## src/ray_refraction_direction_assert.svh

```systemverilog
// Assertion macros for the refraction block.
// All checks run on clk_i and are disabled while rst_ni is low.
`ifndef RAY_REFRACTION_DIRECTION_ASSERT_SVH
`define RAY_REFRACTION_DIRECTION_ASSERT_SVH

// Same-cycle implication.
`define RRD_ASSERT_NOW(label, ante, cons, msg) \
  label: assert property (@(posedge clk_i) disable iff (!rst_ni) (ante) |-> (cons)) \
    else $error(msg);

// Implication after a fixed number of cycles.
`define RRD_ASSERT_DLY(label, ante, dly, cons, msg) \
  label: assert property (@(posedge clk_i) disable iff (!rst_ni) \
    (ante) |-> ##dly (cons)) else $error(msg);

`endif

```

## src/rrd_pkg.sv

```systemverilog
package rrd_pkg;

  localparam int CompW    = 16;
  localparam int IdxW     = 16;
  localparam int FracBits = 14;
  localparam int RatioW   = IdxW + FracBits;
  localparam int CosW     = 20;
  localparam int S14W     = 22;
  localparam int PerpW    = 25;
  localparam int LenW     = 50;
  localparam int RootW    = 25;
  localparam int OutW     = 20;
  localparam int VecStages = 7;
  localparam int OutStages = 2;
  localparam int Latency  = RatioW + VecStages + RootW + OutStages;

  typedef logic [2:0][CompW-1:0] cvec_t;
  typedef logic [2:0][PerpW-1:0] pvec_t;

  typedef struct packed {
    logic              valid;
    logic              err;
    logic [RatioW-1:0] ratio;
    cvec_t             ray;
    cvec_t             nrm;
  } ratio_item_t;

  typedef struct packed {
    logic            valid;
    logic            err;
    cvec_t           nrm;
    pvec_t           perp;
    logic [LenW-1:0] diff;
  } len_item_t;

  typedef struct packed {
    logic             valid;
    logic             err;
    cvec_t            nrm;
    pvec_t            perp;
    logic [RootW-1:0] root;
  } root_item_t;

  typedef struct packed {
    logic [LenW-1:0] rad;
    logic [LenW:0]   res;
  } sq_state_t;

endpackage

```

## src/rrd_out.sv

```systemverilog
module rrd_out (
  input  logic                            clk_i,
  input  logic                            rst_ni,
  input  rrd_pkg::root_item_t             item_i,
  output logic                            valid_o,
  output logic signed [rrd_pkg::OutW-1:0] out_x_o,
  output logic signed [rrd_pkg::OutW-1:0] out_y_o,
  output logic signed [rrd_pkg::OutW-1:0] out_z_o,
  output logic                            err_o
);
  import rrd_pkg::*;

  localparam logic signed [41:0] OutMax = (42'sd1 <<< (OutW-1)) - 42'sd1;
  localparam logic signed [41:0] OutMin = -(42'sd1 <<< (OutW-1));

  logic [OutStages-1:0]     valid_q;
  logic                     err1_q;
  pvec_t                    perp1_q;
  logic signed [40:0]       m1_q [3];
  logic                     err2_q;
  logic signed [OutW-1:0]   o2_q [3];

  logic signed [41:0]       par_w [3];
  logic signed [41:0]       sum_w [3];

  always_comb begin
    for (int i = 0; i < 3; i++) begin
      par_w[i] = (-42'(m1_q[i])) >>> FracBits;
      sum_w[i] = 42'($signed(perp1_q[i])) + par_w[i];
      if (sum_w[i] > OutMax) begin
        sum_w[i] = OutMax;
      end else if (sum_w[i] < OutMin) begin
        sum_w[i] = OutMin;
      end
      if (err1_q) begin
        sum_w[i] = '0;
      end
    end
  end

  always_ff @(posedge clk_i or negedge rst_ni) begin
    if (!rst_ni) begin
      valid_q <= '0;
    end else begin
      valid_q <= {valid_q[OutStages-2:0], item_i.valid};
    end
  end

  always_ff @(posedge clk_i) begin
    err1_q  <= item_i.err;
    perp1_q <= item_i.perp;
    for (int i = 0; i < 3; i++) begin
      m1_q[i] <= 41'($signed(item_i.nrm[i])) * 41'($signed({1'b0, item_i.root}));
      o2_q[i] <= OutW'(sum_w[i]);
    end
    err2_q <= err1_q;
  end

  assign valid_o = valid_q[OutStages-1];
  assign err_o   = err2_q;
  assign out_x_o = o2_q[0];
  assign out_y_o = o2_q[1];
  assign out_z_o = o2_q[2];

endmodule

```

## config.mk

```make
export PLATFORM = sky130hd
export DESIGN_NAME = rrd_out
export DESIGN_NICKNAME = d
export VERILOG_FILES = /design/src/ray_refraction_direction_assert.svh /design/src/rrd_pkg.sv /design/src/rrd_out.sv
export SDC_FILE = /design/constraint.sdc
export NUM_CORES = 2
export LEC_CHECK = 0
export CAP_MARGIN = 20
export CORE_MARGIN = 3
export CORE_UTILIZATION = 48
export DETAILED_ROUTE_END_ITERATION = 12
export DONT_BUFFER_PORTS = 1
export PLACE_DENSITY = 0.65
export SYNTH_ARGS = -nofsm -noshare
export SYNTH_HDL_FRONTEND = slang
export SYNTH_SLANG_ARGS = --single-unit
```

## constraint.sdc

```tcl
create_clock -name clk_i -period 6.32 [get_ports clk_i]
set_input_delay 0.632 -clock clk_i [delete_from_list [all_inputs] [get_ports clk_i]]
set_output_delay 0.632 -clock clk_i [all_outputs]
set_load 0.01 [all_outputs]
```

==> results.sh <==
export IMPL_status="finished clean"
export IMPL_area_growth_pct=6.35
export IMPL_setup_violations=0
export IMPL_async_flop_share_pct=0.763
export IMPL_worstHoldPathType="input port to flip-flop"
export IMPL_clk_insertion_delay_late_ps=580
export IMPL_final_hold_viol_count=0
export IMPL_setup_tns_ps=0
export IMPL_crit_buf_inv=1
export IMPL_netlist_area_um2=50800
export IMPL_drive_above_1_share_pct=4.45
export IMPL_wire_per_inst_um=17.1
export IMPL_crit_path_end_kind="flip-flop"
export IMPL_tightest_slew_ps=847
export IMPL_yosysMostFrequentCell="inv_1"
export IMPL_synthTopCellsByCount="inv_1, fa_1, nand2_1"
export IMPL_place_congestion=0.879
export IMPL_die_y_um=331
export IMPL_final_nets=7244
export IMPL_skew_ps=21.7
export IMPL_wl_met3_um=7780
export IMPL_firstDrtPassIters=5
export IMPL_critical_path_peak_fanout=8
export IMPL_cts_htree_levels=2
export IMPL_port_buffers=0
export IMPL_cts_buffers=34
export IMPL_via_per_inst=5.24
export IMPL_postLayoutCoreUtil_pct=51.8
export IMPL_start_kind="flip-flop"
export IMPL_drv_slew=0
export IMPL_drc=0
export IMPL_synth_top_area_cell="fa_1"
export IMPL_num_vias=37000
export IMPL_ant_nets=0
export IMPL_antenna_found_initial=4
export IMPL_yosysTopAreaCellShare_pct=38.0
export IMPL_max_stage_delay_ps=550
export IMPL_synth_edff_count=0
export IMPL_cap_viol_max_count=0
export IMPL_initial_core_util_pct=48.7
export IMPL_synth_cell_types=73
export IMPL_fin_ws_ps=216
export IMPL_ys_ff_latch=262
export IMPL_rows=118
export IMPL_wl_met1_um=50700
export IMPL_drt_iter0_drc=1990
export IMPL_wl_met2_um=59000
export IMPL_grt_pass1_wl_um=202000
export IMPL_post_place_ws_ps=-248
export IMPL_period_minus_slack_ps=6100
export IMPL_core_area_um2=104000
export IMPL_avgSynthCellArea_um2=8.85
export IMPL_synth_flop_cell="dfxtp_1"
export IMPL_syn_num_nets=7343
export IMPL_synth_cells=5739
export IMPL_cp_top_family="simple AND/OR/NAND/NOR gates"
export IMPL_seq_area_frac_synth_pct=10.3
export IMPL_fp_dieArea_um2=110000
export IMPL_critical_path_slowest_cell="or4_4"
export IMPL_yosys_top_cells_area="fa_1, ha_1, dfxtp_1, inv_1, and2_1"
export IMPL_die_w_um=331
export IMPL_place_hpwl_um=92200
export IMPL_cp_required_ps=6760
export IMPL_globalRouteOverflowTotal=0
export IMPL_ios=214
export IMPL_worst_setup_path_type="flip-flop to flip-flop"
export IMPL_clockRootBuffer="clkbuf_16"
export IMPL_cp_arrival_ps=6540
export IMPL_clkTransAtPathRegs_ps=60
export IMPL_grt_usage_pct=22.5
export IMPL_grt_pass1_vias=40000
export IMPL_cts_tree="yes"
export IMPL_highest_layer="met4"
export IMPL_yosysWarnings=0
export IMPL_path_cells="nor4_2, nand4_2, nor4_4, or4b_4, or4b_4, or3_4, or2_4, or4_4, xor2_1, ha_1, nor3_2, o41ai_2, a31oi_1, xor2_1, nand2_1, or4_1, o311ai_4, buf_6, o21ai_0"
export IMPL_grt_max_degree=49
export IMPL_post_route_period_util_pct=96.6
export IMPL_drt_total_wl_um=120000
export IMPL_cts_sinks=262
export IMPL_maxSlewHeadroom_pct=43.5
export IMPL_cts_max_path_buffers=3
export IMPL_fmax_ghz=0.164
## cell usage in the layout, fill, tap and decap left out, drive strengths merged, types with 9 or more instances in the layout
cell    instances
or3            14
xnor2         158
inv          1232
nand4          18
nor3           31
clkbuf         42
dfxtp         260
clkinv          9
buf           124
a21oi         161
nor4           33
xor2           94
a31oi          21
fa            963
nor2          164
o21ai         104
a211oi         19
nand2b         63
ha            489
o21a           34
and2          520
o211ai         17
and3           19
o21bai         30
nand3          36
nor2b          32
a21o          112
nand2         715
or4             9
a21boi         19
o31ai          12
or2            13
## metrics by stage
step / cell area, um2 / instances / hold slack [ps]
5_1_grt: 54000 / 7046 / 34.1
3_3_place_gp: 52600 / 6978 / 336
4_1_cts: 53800 / 7041 / 22.3
3_5_place_dp: 52600 / 6978 / 336
6_report: 54000 / 7051 / 70.8
2_1_floorplan: 51200 / 5739 / 331
## worst paths after layout
kind,from,end,slack (ps),depth (start not counted)
worst max-delay path,m1_q[0][0]$_DFF_P_,o2_q[0][5]$_SDFF_PP0_,220,19
worst min-delay path,item_i[78],perp1_q[53]$_DFF_P_,70,0
worst max register to register,m1_q[0][0]$_DFF_P_,o2_q[0][5]$_SDFF_PP0_,220,19
worst min register to register,valid_q[0]$_DFF_PN0_,valid_q[1]$_DFF_PN0_,350,0
max in group asynchronous,rst_ni,valid_q[0]$_DFF_PN0_,5910,1
min in group asynchronous,rst_ni,valid_q[1]$_DFF_PN0_,290,1
## layer usage
metal  up-vias  GRT usage [%]
li1      17200              -
met1     18600           29.0
met2      1006           39.0
met3       182           3.91
met4         0           6.06
met5         -              0
## layout make-up
type / count / area [um2]
tap: 1380 / 1730
timing repair buffer: 125 / 1010
fill: 9889 / 50200
clock inverter: 20 / 249
sequential: 262 / 5260
clock buffer: 42 / 952
multi-input combinational: 3987 / 40200
antenna: 5 / 12.5
inverter: 1230 / 4620
## logic make-up after synthesis
| group | after synthesis | share of synthesized area [%] |
|---|---|---|
| XOR/XNOR | 252 | 4.35 |
| adder cells (fa/ha/maj) | 1452 | 50.0 |
| flip-flops | 262 | 10.3 |
| buffers and inverters | 1490 | 11.0 |
| AND/OR/NAND/NOR | 1682 | 16.5 |
| AO/OA/AOI/OAI | 600 | 7.73 |
| multiplexers | 1 | 0.0197 |
## state kept, by name, summed over array words and instances (netlist names)
name	cells
perp1_q	75
err1_q	1
o2_q	60
valid_q	2
m1_q	123
err_o	1
## repair_timing
| item | 4_1_cts | 5_1_grt |
|---|---|---|
| hold endpoints to repair | 2 | 0 |
| gates cloned | 0 | 2 |
| hold buffers | 1 | 0 |
| pin swaps | 0 | 8 |
| endpoints found under the setup margin | 1 | 54 |
| setup buffers | 0 | 3 |
| gates resized for setup | 1 | 30 |
Power is left out: the tool's default activity adds up to more than one toggle a clock period on the data nets, which glitch-free logic cannot reach.
